<file path="src/hdl/cdq_pkg.sv">
// ----------------------------------------------------------------------------
// cdq_pkg: shared types and codes for the circular deque core
// Request codes, status codes and the word type used across the modules.
// ----------------------------------------------------------------------------
`default_nettype none

package cdq_pkg;

	// Width of one stored word.
	localparam int unsigned WordW = 32;

	// Request codes carried on the op port.
	typedef enum logic [2:0] {
		OP_PUSH_BACK  = 3'd0,
		OP_PUSH_FRONT = 3'd1,
		OP_POP_FRONT  = 3'd2,
		OP_POP_BACK   = 3'd3,
		OP_PEEK_FRONT = 3'd4,
		OP_PEEK_BACK  = 3'd5
	} op_t;

	// Status codes returned with every result.
	typedef enum logic [1:0] {
		ST_OK    = 2'd0,
		ST_FULL  = 2'd1,
		ST_EMPTY = 2'd2
	} status_t;

	typedef logic [WordW-1:0] word_t;

endpackage

`default_nettype wire

</file>
<file path="src/hdl/cdq_ram.sv">
// ----------------------------------------------------------------------------
// cdq_ram: ring storage of the deque
// Single-port synchronous memory with registered read data.
// ----------------------------------------------------------------------------
`default_nettype none

module cdq_ram #(
	parameter int unsigned DEPTH = 16,
	parameter int unsigned AW    = 4
) (
	input  wire logic           clk,
	input  wire logic           we,
	input  wire logic           re,
	input  wire logic [AW-1:0]  addr,
	input  wire cdq_pkg::word_t wdata,
	output cdq_pkg::word_t      rdata
);

	cdq_pkg::word_t mem [DEPTH];
	cdq_pkg::word_t rdata_q;

	// One access per cycle: either a write or a read of the addressed entry.
	always_ff @(posedge clk) begin
		if (we) begin
			mem[addr] <= wdata;
		end
		if (re) begin
			rdata_q <= mem[addr];
		end
	end

	assign rdata = rdata_q;

endmodule

`default_nettype wire

</file>
<file path="src/hdl/cdq_ctrl.sv">
// ----------------------------------------------------------------------------
// cdq_ctrl: pointer and flag control of the deque
// Decodes each request, updates the pointers and issues the memory access.
// ----------------------------------------------------------------------------
`default_nettype none

module cdq_ctrl #(
	parameter int unsigned DEPTH = 16,
	parameter int unsigned AW    = 4
) (
	input  wire logic           clk,
	input  wire logic           arst_n,
	input  wire logic           start,
	input  wire logic [2:0]     op,
	output logic                busy,
	output logic                mem_we,
	output logic                mem_re,
	output logic [AW-1:0]       mem_addr,
	output logic                done,
	output logic                rd_sel,
	output logic [1:0]          status,
	output logic                is_empty,
	output logic                is_full
);

	localparam logic [AW-1:0] LastIdx = AW'(DEPTH - 1);

	logic [AW-1:0] front_q, back_q, front_n, back_n;
	logic          empty_q, empty_n;
	logic          ready_q;
	logic          accept;
	logic          full_now;
	cdq_pkg::status_t st_n;

	logic             done_s1;
	logic             rd_sel_s1;
	cdq_pkg::status_t status_s1;
	logic             empty_s1;
	logic             full_s1;

	function automatic logic [AW-1:0] ptr_next(input logic [AW-1:0] p);
		ptr_next = (p == LastIdx) ? '0 : p + AW'(1);
	endfunction

	function automatic logic [AW-1:0] ptr_prev(input logic [AW-1:0] p);
		ptr_prev = (p == '0) ? LastIdx : p - AW'(1);
	endfunction

	assign accept   = start & ready_q;
	assign busy     = ~ready_q;
	assign full_now = ~empty_q && (ptr_next(back_q) == front_q);

	// Request decode: next pointers, status and the memory access.
	always_comb begin
		front_n  = front_q;
		back_n   = back_q;
		empty_n  = empty_q;
		st_n     = cdq_pkg::ST_OK;
		mem_we   = 1'b0;
		mem_re   = 1'b0;
		mem_addr = front_q;
		case (op)
			cdq_pkg::OP_PUSH_BACK, cdq_pkg::OP_PUSH_FRONT: begin
				if (full_now) begin
					st_n = cdq_pkg::ST_FULL;
				end else if (empty_q) begin
					front_n  = '0;
					back_n   = '0;
					empty_n  = 1'b0;
					mem_we   = accept;
					mem_addr = '0;
				end else if (op == cdq_pkg::OP_PUSH_BACK) begin
					back_n   = ptr_next(back_q);
					mem_we   = accept;
					mem_addr = back_n;
				end else begin
					front_n  = ptr_prev(front_q);
					mem_we   = accept;
					mem_addr = front_n;
				end
			end
			cdq_pkg::OP_POP_FRONT, cdq_pkg::OP_POP_BACK,
			cdq_pkg::OP_PEEK_FRONT, cdq_pkg::OP_PEEK_BACK: begin
				if (empty_q) begin
					st_n = cdq_pkg::ST_EMPTY;
				end else begin
					mem_re = accept;
					if (op == cdq_pkg::OP_POP_FRONT || op == cdq_pkg::OP_PEEK_FRONT) begin
						mem_addr = front_q;
					end else begin
						mem_addr = back_q;
					end
					if (op == cdq_pkg::OP_POP_FRONT || op == cdq_pkg::OP_POP_BACK) begin
						if (front_q == back_q) begin
							front_n = '0;
							back_n  = '0;
							empty_n = 1'b1;
						end else if (op == cdq_pkg::OP_POP_FRONT) begin
							front_n = ptr_next(front_q);
						end else begin
							back_n = ptr_prev(back_q);
						end
					end
				end
			end
			default: begin
				st_n = cdq_pkg::ST_OK;
			end
		endcase
	end

	// Pointer state, updated only when a request is taken.
	always_ff @(posedge clk or negedge arst_n) begin
		if (!arst_n) begin
			front_q <= '0;
			back_q  <= '0;
			empty_q <= 1'b1;
			ready_q <= 1'b0;
		end else begin
			ready_q <= 1'b1;
			if (accept) begin
				front_q <= front_n;
				back_q  <= back_n;
				empty_q <= empty_n;
			end
		end
	end

	// Result stage, aligned with the registered memory read.
	always_ff @(posedge clk or negedge arst_n) begin
		if (!arst_n) begin
			done_s1   <= 1'b0;
			rd_sel_s1 <= 1'b0;
		end else begin
			done_s1   <= accept;
			rd_sel_s1 <= mem_re;
		end
	end

	always_ff @(posedge clk) begin
		status_s1 <= st_n;
		empty_s1  <= empty_n;
		full_s1   <= ~empty_n && (ptr_next(back_n) == front_n);
	end

	assign done     = done_s1;
	assign rd_sel   = rd_sel_s1;
	assign status   = status_s1;
	assign is_empty = empty_s1;
	assign is_full  = full_s1;

endmodule

`default_nettype wire

</file>
<file path="src/hdl/circular_deque_core.sv">
// ----------------------------------------------------------------------------
// circular_deque_core: double-ended queue of signed words in a ring memory
// Push, pop and peek at either end, with status and empty/full flags.
// ----------------------------------------------------------------------------
//  Channel   Handshake        Payload
//  request   start, busy      op, value
//  result    done (strobe)    data_out, status, is_empty, is_full
//
// A request is taken on a rising edge with start high and busy low; its result
// is shown with done high for exactly one cycle, in the cycle after it was taken.
// A new request may be taken every cycle: the single-port ring memory serves
// one read or one write per request, and pointers update on the taking edge.
// Busy is high only in the first cycle after reset. The receiver cannot stall.
// ----------------------------------------------------------------------------
`default_nettype none

module circular_deque_core #(
	parameter int unsigned DEPTH = 16
) (
	input  wire logic               clk,
	input  wire logic               arst_n,
	input  wire logic               start,
	output logic                    busy,
	input  wire logic [2:0]         op,
	input  wire logic signed [31:0] value,
	output logic                    done,
	output logic signed [31:0]      data_out,
	output logic [1:0]              status,
	output logic                    is_empty,
	output logic                    is_full
);

	localparam int unsigned AW = (DEPTH > 1) ? $clog2(DEPTH) : 1;

	logic           mem_we;
	logic           mem_re;
	logic [AW-1:0]  mem_addr;
	logic           rd_sel;
	cdq_pkg::word_t rdata;

	// Pointer control and result registers.
	cdq_ctrl #(
		.DEPTH (DEPTH),
		.AW    (AW)
	) u_ctrl (
		.clk      (clk),
		.arst_n   (arst_n),
		.start    (start),
		.op       (op),
		.busy     (busy),
		.mem_we   (mem_we),
		.mem_re   (mem_re),
		.mem_addr (mem_addr),
		.done     (done),
		.rd_sel   (rd_sel),
		.status   (status),
		.is_empty (is_empty),
		.is_full  (is_full)
	);

	// Ring storage.
	cdq_ram #(
		.DEPTH (DEPTH),
		.AW    (AW)
	) u_ram (
		.clk   (clk),
		.we    (mem_we),
		.re    (mem_re),
		.addr  (mem_addr),
		.wdata (cdq_pkg::word_t'(value)),
		.rdata (rdata)
	);

	// Data is zero unless the request read an entry.
	assign data_out = rd_sel ? signed'(rdata) : '0;

endmodule

`default_nettype wire

</file>
<file path="config.mk">
export PLATFORM = sky130hd
export DESIGN_NAME = circular_deque_core
export DESIGN_NICKNAME = d
export VERILOG_FILES = /design/src/hdl/cdq_pkg.sv /design/src/hdl/cdq_ram.sv /design/src/hdl/cdq_ctrl.sv /design/src/hdl/circular_deque_core.sv
export SDC_FILE = /design/constraint.sdc
export NUM_CORES = 1
export LEC_CHECK = 0
export BUFFER_PORTS_ARGS = -buffer_cell sky130_fd_sc_hd__buf_4
export CAP_MARGIN = 20
export CORE_ASPECT_RATIO = 1.1
export CORE_MARGIN = 2
export CORE_UTILIZATION = 55
export DETAILED_ROUTE_END_ITERATION = 8
export GPL_TIMING_DRIVEN = 0
export PLACE_DENSITY_LB_ADDON = 0.08
export RECOVER_POWER = 25
export REMOVE_ABC_BUFFERS = 1
export SLEW_MARGIN = 5
export SYNTH_ARGS = -nofsm -noshare
export SYNTH_HDL_FRONTEND = slang
export SYNTH_HIERARCHICAL = 1
export SYNTH_SLANG_ARGS = --single-unit
</file>
<file path="constraint.sdc">
create_clock -name clk -period 6.7 [get_ports clk]
set_clock_uncertainty 0.2 [all_clocks]
set_input_delay 1.34 -clock clk [delete_from_list [all_inputs] [get_ports clk]]
set_output_delay 1.34 -clock clk [all_outputs]
set_load 0.03 [all_outputs]
</file>
# Yosys cells after proc, flatten, opt, wreduce, memory -nomap -nowiden
# Memories as Yosys holds them, arrays and structs flattened. A register that Yosys moved wholly into a read port is not among the register bits.
# Index checks and enable logic that the tools add are counted.
word_totals:
  ff_bits: 16
  ram_bits: 512
  input_bits: 38
  out_inout_bits: 38
  word_cells: 81
  memories: 1
op_classes:
  addsub: 5
  n_eq_ne: 11
  n_mux: 42
  n_bitwise: 4
  reduce_logical: 9
mem_list:
  columns: ["memory", "depth", "width", "rd", "rd_ports_with_merged_regs", "wr", "line_no", "rtl"]
  rows:
  - ["u_ram.mem", 16, 32, 1, 1, 1, "cdq_ram.sv:19", "cdq_pkg::word_t mem [DEPTH];"]
op_table:
  columns: ["operator", "count"]
  rows:
  - ["two-way mux 4 bit", 24]
  - ["two-way mux 32 bit", 1]
  - ["one-hot mux 4 bit (2 select lines)", 3]
  - ["adder 4 x 1 -> 4 bit, second input constant", 3]
  - ["equality test 4 bit", 3]
  - ["equality test 4 bit, second input constant", 3]
  - ["two-way mux 1 bit", 11]
  - ["zero test 4 bit", 2]
  - ["subtractor 4 x 1 -> 4 bit, second input constant", 2]
  - ["equality test 3 x 2 -> 1 bit, second input constant", 2]
  - ["equality test 3 bit, second input constant", 2]
  - ["one-hot mux 2 bit (2 select lines)", 1]
  - ["OR reduction 4 bit", 1]
  - ["equality test 3 x 1 -> 1 bit, second input constant", 1]
  - ["zero test 3 bit", 1]
  - ["inverter 1 bit", 3]
  - ["logical AND 1 bit", 2]
  - ["logical OR 1 bit", 2]
  - ["two-way mux 2 bit", 1]
  - ["one-hot mux 1 bit (2 select lines)", 1]
  - ["OR reduction 2 bit", 1]
  - ["bitwise AND 1 bit", 1]

# Depth between registers and ports, before layout
# Gate-level depths: netlist (run 1).
logic_depth:
  word_depth: 11
  ltp_mapped: 17

# By module
# The synthesis (run 1) kept the hierarchy.
by_module_without_submodules:
  columns: ["module", "n_inst", "cells_per_inst", "area_per_inst_um2", "seq_area_each_um2"]
  rows:
  - ["cdq_ram", 1, 840, 20183.1, 16335.7]
  - ["cdq_ctrl", 1, 229, 1823.0, 381.6]
  - ["circular_deque_core", 1, 35, 255.2, 0.0]

# Worst setup path after synthesis (run 1)
# Ideal clock, no wire load.
synth_path:
  path_type: "input to register"
  from: "in op[1]"
  to: "mem u_ram/mem[0][0] (netlist bit), enable pin"
  setup_ns: 0.461
  t_arrival_ns: 5.186
  path_slack_ns: 0.853
  stages: 8
  path_buffers: 0
  cell_sequence: "xnor2_1 > nor2_1 > nor2_1 > mux2_2 > a32oi_1 > o21ai_0 > or3b_2 > nor3_1"
synth_via:
  elab_chain_cells: 5
  elab_cells_between_ends: 18
synth_lines:
  columns: ["item", "line_no", "rtl"]
  rows:
  - ["start: declaration", "circular_deque_core.sv:24", "input wire logic [2:0] op,"]
  - ["equality test 3 x 2 -> 1 bit (tied with other cells)", "cdq_ctrl.sv:62, cdq_ctrl.sv:88", null]
  - ["logical OR 1 bit / two-way mux 4 bit (equally long branches)", "cdq_ctrl.sv:88, cdq_ctrl.sv:72", null]
  - ["two-way mux 4 bit, on equally long branches", "cdq_ctrl.sv:88, cdq_ctrl.sv:66", null]
  - ["two-way mux 4 bit, on equally long branches", "cdq_ctrl.sv:84, cdq_ctrl.sv:64", null]
  - ["one-hot mux 4 bit (2 select lines) *", "cdq_ctrl.sv:62", "case (op)"]
  - ["net mem_addr[3]", "circular_deque_core.sv:37", "logic [AW-1:0] mem_addr;"]
  - ["end: declaration", "cdq_ram.sv:19", null]
# The timed path passes the listed nets; every way through them passes the cells marked *.

# Worst setup path in the final report (run 1)
layout_path:
  from: "reg u_ctrl.back_q[1]"
  to: "reg u_ram.rdata_q[13] (netlist: u_ram/rdata[13]) (read register of u_ram.mem) (data pin)"
layout_via:
  elab_chain_cells: 6
  elab_cells_between_ends: 11
layout_lines:
  columns: ["item", "line_no", "rtl"]
  rows:
  - ["start: declaration", "cdq_ctrl.sv:28", "logic [AW-1:0] front_q, back_q, front_n, back_n;"]
  - ["start signal: assignment", "cdq_ctrl.sv:123", "back_q <= back_n;"]
  - ["adder 4 x 1 -> 4 bit / equality test 4 bit (equally long branches)", "cdq_ctrl.sv:42", "ptr_next = (p == LastIdx) ? '0 : p + AW'(1);"]
  - ["two-way mux 4 bit *", "cdq_ctrl.sv:42", null]
  - ["equality test 4 bit / two-way mux 4 bit (equally long branches)", "cdq_ctrl.sv:51, cdq_ctrl.sv:72", null]
  - ["logical AND 1 bit / two-way mux 4 bit (equally long branches)", "cdq_ctrl.sv:51, cdq_ctrl.sv:66", null]
  - ["two-way mux 4 bit *", "cdq_ctrl.sv:64", "if (full_now) begin"]
  - ["one-hot mux 4 bit (2 select lines) *", "cdq_ctrl.sv:62", null]
  - ["net mem_addr[0]", "circular_deque_core.sv:37", null]
  - ["end: declaration", "cdq_ram.sv:20", "cdq_pkg::word_t rdata_q;"]
# Marked as above.
# A chain may end at the register's enable or synchronous reset.

==> out/summary.log, run 1 <==
qor: outcome.outcome complete, no violations
qor: floorplan.fp.dieArea 42100 µm²
qor: floorplan.die_w 196 µm
qor: finish.final_util 0.647
qor: timing.layout_min_cycle_time 5.59 ns
qor: placement.hpwl 29800 µm
qor: pwr.worst_ir_drop_vdd 0.266 mV
qor: route.antenna_left 0
qor: route.drcViolationCount 0
qor: placement.placedInstanceArea 24400 µm²
qor: floorplan.fp.coreArea 40100 µm²
qor: pwr.power 9.12 mW
qor: logic_synthesis.ys_async_sr_fraction 0.0214
qor: finish.layoutNonFillerInstCount 1785
qor: floorplan.die_y 215 µm
qor: logic_synthesis.syn_area 22300 µm²
qor: global_routing.grt_pass1_wl 73400 µm
qor: route.post_drt_via_cell_ratio 6.24
qor: finish.finish.net_count 1275
qor: global_routing.grt_overflow_total 0
qor: global_routing.number_of_global_route_vias_before_repair 11365
qor: timing.timing_worst_slew_pin_value 0.937 ns
qor: worst_setup_path.crit_required 6.82 ns
qor: logic_synthesis.ys_warn_count 6
qor: timing.hold_viol 0
qor: timing.fmax 0.179 GHz
qor: worst_setup_path.arrival 5.72 ns
qor: worst_setup_path.crit_path_max_fanout 18
qor: timing.finalWorstSetupSlack 1.11 ns
qor: clock_network.htree_num_levels 2
qor: timing.drv_slew 0
qor: clock_network.post-cts-setup-buffers 0
qor: worst_setup_path.startpoint_type flop
qor: route.vias 11137
qor: clock_network.worstSkewPairLatency 0.58 ns
qor: route.drt-initial-drc-count 991
qor: logic_synthesis.primary_flip_flop_cell_chosen_by_synthesis_mapping edfxtp_1
qor: route.detail_route.first_pass.iterations 7
qor: timing.rsz_0062_raised_after_global_routing false
qor: run.drv_cap 0
qor: placement.port-buffer-count 75
qor: global_routing.groute.usage.overall 0.241
qor: pwr.power-per-cell-area 352 nW/µm²
qor: worst_setup_path.worstSetupPathType reg -> reg
qor: clock_network.cts_made_buffers 54
qor: worst_hold_path.worstHoldPathType reg -> reg
qor: timing.setup_total_negative_slack 0 ns
qor: placement.dpl_worst_slack 0.847 ns
qor: finish.syn2layout_area_growth 16.4%
qor: placement.dp.cells 1684
qor: clock_network.clockBufferDepth 3
qor: finish.final_cell_mix edfxtp_1 (544), mux4_2 (128), a22oi_1 (64)
qor: finish.final_common_cell edfxtp_1
qor: logic_synthesis.syn-instance-count 1104
qor: timing.fin_hold_ws 0.371 ns
qor: floorplan.ioPinCount 76
qor: timing.finalCritPeriodShare 0.835
qor: timing.worst_slew_margin_rel 0.374
qor: logic_synthesis.synth_sequential_area_ratio 0.751
qor: global_routing.grt_antenna_before_repair 2
qor: placement.gp_routability_congestion 0.902
qor: clock_network.cts_tree done
qor: finish.finish.instance_area 25900 µm²
qor: clock_network.cts_hold_buf 0
qor: finish.final_layout_size_suffix_gt1_frac 0.303
qor: clock_network.post_cts_resized 0
qor: logic_synthesis.post_synth_num_cell_types 75
qor: clock_network.cts.clk_slew.worst_paths 0.06 ns
qor: finish.antennaDiodeCount 0
qor: logic_synthesis.synth.avg_cell_area 20.2 µm²
qor: worst_setup_path.kind_of_end_point_of_the_critical_path flop
qor: logic_synthesis.synth-edff-count 544
qor: floorplan.start_util 0.555
qor: pwr.static-leakage-power 8.36 nW
qor: route.totalWireLength 49500 µm
qor: logic_synthesis.register_bit_count_reported_by_yosys 560
qor: route.detail_route.wl_per_cell 27.7 µm
qor: clock_network.clock_tree.root_cell clkbuf_16
qor: global_routing.grt_max_degree 33
qor: floorplan.core.rowCount 77
qor: clock_network.clock_sink_count 560
qor: timing.number_of_endpoints_failing_setup_at_the_final_stage 0
## cells in the mapped netlist (8+ instances only)
cell type	instances	area [µm²]
edfxtp_1	544	16300
nand2_1	58	218
dfrtp_1	11	275
buf_6	9	101
a22oi_1	64	480
nor2_1	34	128
buf_2	13	65.1
inv_1	12	45.0
a21oi_1	14	70.1
clkbuf_1	36	135
ha_1	8	100
mux4_2	128	2880
and2_2	32	240
o21ai_0	20	100
## layer usage
layer  vias up  routed length, µm  share of wire  GRT usage
li1       4793                  -              -          -
met1      5869              20600           0.42      0.344
met2       397              24800           0.50      0.399
met3        74               3020          0.061     0.0348
met4         4               1030          0.021     0.0614
met5         -                 29        0.00059          0
## state kept, by name, summed over array words and instances, names as in the netlist
| name | flops |
|---|---|
| u_ctrl/back_q | 4 |
| u_ctrl/rd_sel | 1 |
| u_ram/mem | 512 |
| u_ctrl/ready_q | 1 |
| u_ctrl/is_empty | 1 |
| u_ctrl/status | 2 |
| u_ctrl/done | 1 |
| u_ctrl/front_q | 4 |
| u_ram/rdata | 32 |
| u_ctrl/empty_q | 1 |
| u_ctrl/is_full | 1 |
## where the power goes
| part | internal [mW] | switching (mW) |
|---|---|---|
| sequential | 3.98 | 0.0922 |
| clock | 1.58 | 1.23 |
| combinational | 1.07 | 1.17 |
| total | 6.62 | 2.50 |
## cell families (layout without fill, tap and decap cells)
family / Yosys count / in the layout / share of synthesized area
buf+inv: 77 / 245 / 0.0174
xor+xnor: 14 / 14 / 0.00748
compound gates: 140 / 140 / 0.0457
simple gates: 172 / 172 / 0.0424
mux: 132 / 132 / 0.131
fa+ha+maj: 8 / 8 / 0.00450
other cells: 1 / 1 / 0.000168
flops: 560 / 560 / 0.751
## worst paths after layout
check / from / end / slack (ns) / cells past startpoint
hold reg to reg: u_ctrl/empty_q / u_ctrl/empty_q / 0.37 / 2
setup / recovery: u_ctrl/back_q[1] / u_ram/rdata[13] / 1.11 / 18
min in group asynchronous: arst_n / u_ctrl/back_q[2] / 0.56 / 1
setup reg to reg: u_ctrl/back_q[1] / u_ram/rdata[13] / 1.11 / 18
hold / removal: u_ctrl/empty_q / u_ctrl/empty_q / 0.37 / 2
max in group asynchronous: arst_n / u_ctrl/rd_sel / 5.27 / 1
## cell type report
class                      instances  area [µm²]
fill                            2704       14200
multi-input combinational        467        5310
clock buffer                      67        1420
tap                              513         642
sequential                       560       16700
inverter                          13        48.8
timing repair buffer             133        1550
clock inverter                    32         216
## critical path: stages, from the launching register on
cell	delay (ns)
dfrtp_1	0.65
ha_1	0.39
inv_1	0.13
a311oi_4	0.41
xor2_2	0.20
nand2_1	0.17
nor2_1	0.09
nor4_1	0.28
a31oi_1	0.11
o21ai_4	0.61
buf_12	0.29
buf_16	0.19
buf_12	0.20
buf_16	0.18
buf_16	0.17
buf_12	0.20
mux4_2	0.51
a22oi_1	0.23
nand2_1	0.09
(Power assumes the default switching activity.)
==> run 2, diff against run 1 <==
Clock period 6.7 ns to 5.4 ns, I/O delays scaled along.
==> out/summary.log, run 2 (synthesis results as in run 1) <==
qor: clock_network.worstSkewPairLatency 0.58 ns [about the same]
qor: finish.regArea 16700 µm² [about the same]
qor: clock_network.clockBufferDepth 3 [unchanged]
qor: floorplan.core.rowCount 77 [unchanged]
qor: worst_setup_path.slowest_stage dfrtp_1
qor: pwr.comb_power_share 0.246 [about the same]
qor: route.drt-initial-drc-count 1006 [+1.5%]
qor: worst_setup_path.startpoint_type flop
qor: timing.fmax 0.198 GHz [+11%]
qor: worst_setup_path.worstRegToRegCells 17 [-1]
qor: placement.hpwl 29800 µm [unchanged]
qor: route.totalWireLength 49500 µm [about the same]
qor: global_routing.grt_pass1_wl 73500 µm [about the same]
qor: finish.multiInputGateArea 5320 µm² [+0.19%]
qor: floorplan.fp.coreArea 40100 µm² [unchanged]
qor: worst_setup_path.timing.critical_path.slowest_cell_delay 0.75 ns [+0.10 ns]
qor: route.drcViolationCount 0 [unchanged]
qor: pwr.power_frac_seq 0.446 [about the same]
qor: finish.antennaDiodeCount 0 [unchanged]
qor: run.drv_cap 0 [unchanged]
qor: outcome.outcome complete, no violations
qor: worst_setup_path.regToRegStartpoint u_ctrl/back_q[3]
qor: global_routing.grt_overflow_total 0 [unchanged]
qor: clock_network.clock_tree.root_cell clkbuf_16
qor: global_routing.number_of_global_route_vias_before_repair 11368 [+0.026%]
qor: worst_setup_path.critical_path.reg2reg.endpoint u_ram/rdata[13]
qor: worst_setup_path.crit_path_cell_trace and4b_4 -> a311oi_4 -> xor2_2 -> nand2_1 -> nor2_1 -> nor4_1 -> a31oi_1 -> o21ai_4 -> buf_12 -> buf_16 -> buf_12 -> buf_16 -> buf_16 -> buf_12 -> mux4_2 -> a22oi_1 -> nand2_1
qor: timing.hold_viol 0 [unchanged]
qor: pwr.net_sw_power 3.10 mW [+24%]
qor: timing.setup_total_negative_slack 0 ns [unchanged]
qor: route.vias 11165 [+0.25%]
qor: finish.register_ranked_first_by_flip_flop_count u_ram/mem
qor: timing.drv_slew 0 [unchanged]
qor: floorplan.ioPinCount 76 [unchanged]
qor: timing.timing_worst_slew_pin_value 0.932 ns [-0.00509 ns]
qor: pwr.worst_ir_drop_vdd 0.328 mV [+24%]
qor: placement.port-buffer-count 75 [unchanged]
qor: finish.finish.net_count 1277 [+0.16%]
qor: global_routing.groute.usage.overall 0.241 [about the same]
qor: worst_setup_path.kind_of_end_point_of_the_critical_path flop
qor: floorplan.die_y 215 µm [unchanged]
qor: clock_network.htree_num_levels 2 [unchanged]
qor: global_routing.grt_max_degree 33 [unchanged]
qor: route.detail_route.first_pass.iterations 6 [-1]
qor: worst_setup_path.timing.reg2reg.setup_slack 0.35 ns [-0.76 ns]
qor: route.detail_route.wl_per_cell 27.7 µm [about the same]
qor: clock_network.cts_tree done
qor: finish.final_common_cell edfxtp_1
qor: pwr.intPower 8.22 mW [+24%]
qor: finish.final_util 0.647 [+0.000749]
qor: finish.final_layout_size_suffix_gt1_frac 0.307 [+0.00345]
qor: route.post_drt_via_cell_ratio 6.25 [+0.14%]
qor: timing.worst_slew_margin_rel 0.377 [+0.00340]
qor: finish.syn2layout_area_growth 16.5%
qor: pwr.power.share.switching 0.274 [about the same]
qor: clock_network.cts.clk_slew.worst_paths 0.07 ns [about the same]
qor: timing.rsz_0062_raised_after_global_routing false
qor: floorplan.fp.dieArea 42100 µm² [unchanged]
qor: finish.layout.filler_cells 2704 [unchanged]
qor: timing.layout_min_cycle_time 5.05 ns [-0.541 ns]
qor: placement.gp_routability_congestion 0.902 [unchanged]
qor: global_routing.grt_antenna_before_repair 2 [unchanged]
qor: pwr.static-leakage-power 8.37 nW [+0.11%]
qor: pwr.clock_power_share 0.308 [about the same]
qor: worst_setup_path.arrival 5.18 ns [-0.54 ns]
qor: worst_setup_path.crit_required 5.53 ns [-1.29 ns]
qor: worst_setup_path.crit_path_start u_ctrl/back_q[3]
qor: pwr.power-per-cell-area 436 nW/µm² [+24%]
qor: clock_network.cts_made_buffers 54 [unchanged]
qor: worst_setup_path.worstSetupPathType reg -> reg
qor: finish.largest_reg_flops 512 [unchanged]
qor: floorplan.die_w 196 µm [unchanged]
qor: worst_setup_path.crit_path_max_fanout 18 [unchanged]
qor: finish.final_cell_mix edfxtp_1 (544), mux4_2 (128), a22oi_1 (64)
qor: clock_network.clock_sink_count 560 [unchanged]
qor: worst_hold_path.worstHoldPathType in -> async
qor: floorplan.start_util 0.555 [unchanged]
qor: timing.number_of_endpoints_failing_setup_at_the_final_stage 0 [unchanged]
qor: timing.finalCritPeriodShare 0.936 [+0.101]
qor: route.antenna_left 0 [unchanged]
==> run 2: how the worst max path moves through the flow <==
stage                             endpoint  slack [ns]  cells past startpoint
after detailed placement  u_ram/mem[12][2]       -0.31                     15
after global placement    u_ram/mem[4][14]      -53.59                      7
final                      u_ram/rdata[13]        0.35                     17
after global routing       u_ram/rdata[15]        0.12                     17
after floorplan            u_ram/mem[0][0]      -22.70                      6
after CTS                 u_ram/mem[12][0]        0.06                     15
==> run 2: through the flow <==
step           hold WS [ns]  instance area (µm²)  total power [mW]  std cells  worst slack (ns)
6_report              0.304                25900              11.3       1787             0.347
5_1_grt               0.355                25900              11.8       1787             0.119
4_1_cts               0.115                26000              11.4       1784            0.0626
3_5_place_dp          0.353                24400              7.93       1684            -0.311
3_3_place_gp          0.356                23100              8.00       1628            -53.59
2_1_floorplan         0.300                21900              7.60       1040            -22.70
==> run 2: critical path, delay by kind of cell (launching register included) <==
kind                   cells  cell delay, ns
flip-flops                 1            0.75
AND/OR/NAND/NOR            5            0.94
XOR/XNOR                   1            0.19
multiplexers               1            0.51
buffers and inverters      6            1.17
AO/OA/AOI/OAI              4            0.97
==> run 2: power groups by stage <==
stage	Combinational, mW	Clock (mW)	Sequential, mW
final	2.78	3.49	5.05
after global placement	2.86	0	5.14
after global routing	2.98	3.72	5.06
after detailed placement	2.79	0	5.14
after floorplan	2.50	0	5.11
after CTS	2.81	3.56	5.05
==> run 2: cell type report <==
cell class	count	share of cell area
Sequential cell	560	0.645
Multi-Input combinational cell	467	0.205
Timing Repair Buffer	135	0.0605
Clock buffer	67	0.0548
Tap cell	513	0.0247
Clock inverter	32	0.00834
Inverter	13	0.00188
==> run 2: layer usage <==
layer | share of wire | GRT usage
met1 | 0.41 | 0.344
met4 | 0.021 | 0.0614
met3 | 0.064 | 0.0348
met5 | 0.00059 | 0
met2 | 0.50 | 0.399
==> run 2: what timing repair did <==
action                     4_1_cts  5_1_grt
setup buffers                    1        2
pin swaps                        1        1
hold buffers                     0        0
setup endpoints to repair      189      128
resized for setup                1        4
==> run 3, diff against run 2 <==
Settings changed: RECOVER_POWER 25 to unset.
==> out/summary.log, run 3 (synthesis results as in run 1) <==
qor: placement.placedInstanceArea 24400 µm² [unchanged]
qor: clock_network.worstSkewPairLatency 0.58 ns [about the same]
qor: finish.layoutNonFillerInstCount 1787 [unchanged]
qor: pwr.power-per-cell-area 435 nW/µm² [-0.34%]
qor: route.antenna_left 0 [unchanged]
qor: finish.finish.instance_area 26000 µm² [+0.35%]
qor: route.detail_route.wl_per_cell 27.7 µm [about the same]
qor: worst_setup_path.crit_required 5.52 ns [about the same]
qor: finish.antennaDiodeCount 0 [unchanged]
qor: outcome.outcome complete, no violations
qor: global_routing.grt_max_degree 33 [unchanged]
qor: worst_setup_path.timing.critical_path.max_delay_family buffers and inverters
qor: clock_network.cts_made_buffers 54 [unchanged]
qor: clock_network.clockBufferDepth 3 [unchanged]
qor: floorplan.die_y 215 µm [unchanged]
qor: global_routing.groute.usage.overall 0.241 [unchanged]
qor: finish.final_cell_mix edfxtp_1 (544), mux4_2 (128), buf_4 (82)
qor: placement.hpwl 29800 µm [unchanged]
qor: timing.rsz_0062_raised_after_global_routing false
qor: placement.port-buffer-count 75 [unchanged]
qor: route.drt-initial-drc-count 992 [-1.4%]
qor: clock_network.cts_tree done
qor: global_routing.number_of_global_route_vias_before_repair 11368 [unchanged]
qor: worst_setup_path.timing.critical_path.slowest_cell_delay 0.75 ns [about the same]
qor: global_routing.global_route_met2_usage 0.399 [unchanged]
qor: finish.largest_reg_flops 512 [unchanged]
qor: route.vias 11128 [-0.33%]
qor: floorplan.fp.dieArea 42100 µm² [unchanged]
qor: finish.final_common_cell edfxtp_1
qor: worst_setup_path.crit_path_cell_trace and4b_4 -> a311oi_4 -> xor2_2 -> nand2_1 -> nor2_1 -> nor4_1 -> a31oi_1 -> o21ai_4 -> buf_12 -> buf_16 -> buf_12 -> buf_16 -> buf_16 -> buf_12 -> mux4_2 -> a22oi_1 -> nand2_1
qor: global_routing.grt_overflow_total 0 [unchanged]
qor: floorplan.fp.coreArea 40100 µm² [unchanged]
qor: finish.finish.net_count 1277 [unchanged]
qor: pwr.static-leakage-power 8.45 nW [+1.0%]
qor: worst_setup_path.kind_of_end_point_of_the_critical_path flop
qor: finish.layout.filler_cells 2686 [-0.67%]
qor: finish.final_layout_size_suffix_gt1_frac 0.326 [+0.0188]
qor: floorplan.ioPinCount 76 [unchanged]
qor: worst_setup_path.critical_path_buffers_and_inverters 6 [unchanged]
qor: placement.gp_routability_congestion 0.902 [unchanged]
qor: worst_hold_path.worstHoldPathType in -> async
qor: timing.layout_min_cycle_time 5.05 ns [-0.00435 ns]
qor: floorplan.start_util 0.555 [unchanged]
qor: clock_network.cts.clk_slew.worst_paths 0.07 ns [about the same]
qor: placement.dp.cells 1684 [unchanged]
qor: global_routing.global_route.peak_usage_layer met2
qor: floorplan.die_w 196 µm [unchanged]
qor: finish.syn2layout_area_growth 16.9%
qor: timing.timing_worst_slew_pin_value 0.957 ns [+0.0247 ns]
qor: clock_network.htree_num_levels 2 [unchanged]
qor: global_routing.grt_antenna_before_repair 0 [-2]
qor: pwr.worst_ir_drop_vdd 0.330 mV [+0.41%]
qor: floorplan.core.rowCount 77 [unchanged]
qor: clock_network.clock_sink_count 560 [unchanged]
qor: worst_setup_path.slowest_stage dfrtp_1
qor: global_routing.groute.layer.met1.usage 0.344 [unchanged]
qor: timing.drv_slew 0 [unchanged]
qor: finish.register_ranked_first_by_flip_flop_count u_ram/mem
qor: worst_setup_path.crit_path_max_fanout 18 [unchanged]
qor: route.detail_route.first_pass.iterations 5 [-1]
qor: worst_setup_path.worstSetupPathType reg -> reg
qor: timing.fin_hold_ws 0.133 ns [-0.171 ns]
qor: finish.final_util 0.650 [+0.00225]
qor: route.totalWireLength 49500 µm [about the same]
qor: global_routing.grt_pass1_wl 73500 µm [unchanged]
qor: timing.number_of_endpoints_failing_setup_at_the_final_stage 0 [unchanged]
qor: worst_setup_path.startpoint_type flop
qor: pwr.power 11.3 mW [about the same]
qor: timing.hold_viol 0 [unchanged]
qor: route.drcViolationCount 0 [unchanged]
qor: timing.fmax 0.198 GHz [about the same]
qor: clock_network.cts_hold_buf 0 [unchanged]
qor: clock_network.clock_tree.root_cell clkbuf_16
qor: timing.worst_slew_margin_rel 0.361 [-0.0165]
qor: timing.finalCritPeriodShare 0.935 [about the same]
qor: global_routing.gr-usage-met3 0.0348 [unchanged]
qor: route.post_drt_via_cell_ratio 6.23 [-0.33%]
qor: worst_setup_path.arrival 5.17 ns [about the same]
qor: run.drv_cap 0 [unchanged]
-- run 3: changes by cell type in the layout (fill, tap and decap cells not counted) --
cell      delta
buf_4       +24
clkbuf_1    -24
-- run 3: timing repair --
item / CTS / global route
resized for setup: 1 / 4
pin swaps: 1 / 1
setup buffers: 1 / 2
endpoints found under the setup margin: 189 / 128
-- run 3: per-layer routing --
layer / routed length, µm / vias to the layer above
li1: - / 4798
met2: 24700 / 378
met5: 0 / -
met3: 3120 / 77
met4: 1100 / 0
met1: 20600 / 5875
-- run 3: power by group --
part / internal, mW / leakage (nW) / switching (mW)
logic: 1.33 / 2.58 / 1.45
clock network: 1.96 / 0.798 / 1.53
registers: 4.94 / 5.08 / 0.114
total: 8.23 / 8.45 / 3.09
-- run 3: area by class of cell --
cell class,count,area (µm²),share of cell area
sequential,560,16700,0.642
multi-input combinational,467,5320,0.204
timing repair buffer,135,1660,0.0638
clock buffer,67,1420,0.0546
tap,513,642,0.0247
clock inverter,32,216,0.00831
inverter,13,48.8,0.00187
-- run 3: worst reg2reg max path, cell delays in order (launching register included) --
cell,delay [ns]
dfrtp_1,0.75
and4b_4,0.31
a311oi_4,0.39
xor2_2,0.19
nand2_1,0.17
nor2_1,0.09
nor4_1,0.29
a31oi_1,0.12
o21ai_4,0.23
buf_12,0.23
buf_16,0.21
buf_12,0.21
buf_16,0.19
buf_16,0.18
buf_12,0.20
mux4_2,0.52
a22oi_1,0.23
nand2_1,0.08
-- run 3: final timing paths --
check,startpoint,slack [ns],cells past startpoint,end
max in group asynchronous,arst_n,4.63,1,u_ctrl/empty_q
hold / removal,arst_n,0.13,1,u_ctrl/back_q[2]
setup reg to reg,u_ctrl/back_q[3],0.35,17,u_ram/rdata[13]
hold reg to reg,u_ctrl/empty_q,0.37,2,u_ctrl/empty_q
setup / recovery,u_ctrl/back_q[3],0.35,17,u_ram/rdata[13]
min in group clk,u_ctrl/empty_q,0.37,2,u_ctrl/empty_q
-- run 3: stage by stage --
| stage | setup WS, ns | setup TNS, ns |
|---|---|---|
| 6_report | 0.351 | 0 |
| 5_1_grt | 0.119 | 0 |
| 4_1_cts | 0.0626 | 0 |
| 3_5_place_dp | -0.311 | -25.34 |
| 3_3_place_gp | -53.59 | - |
| 2_1_floorplan | -22.70 | -9429.09 |
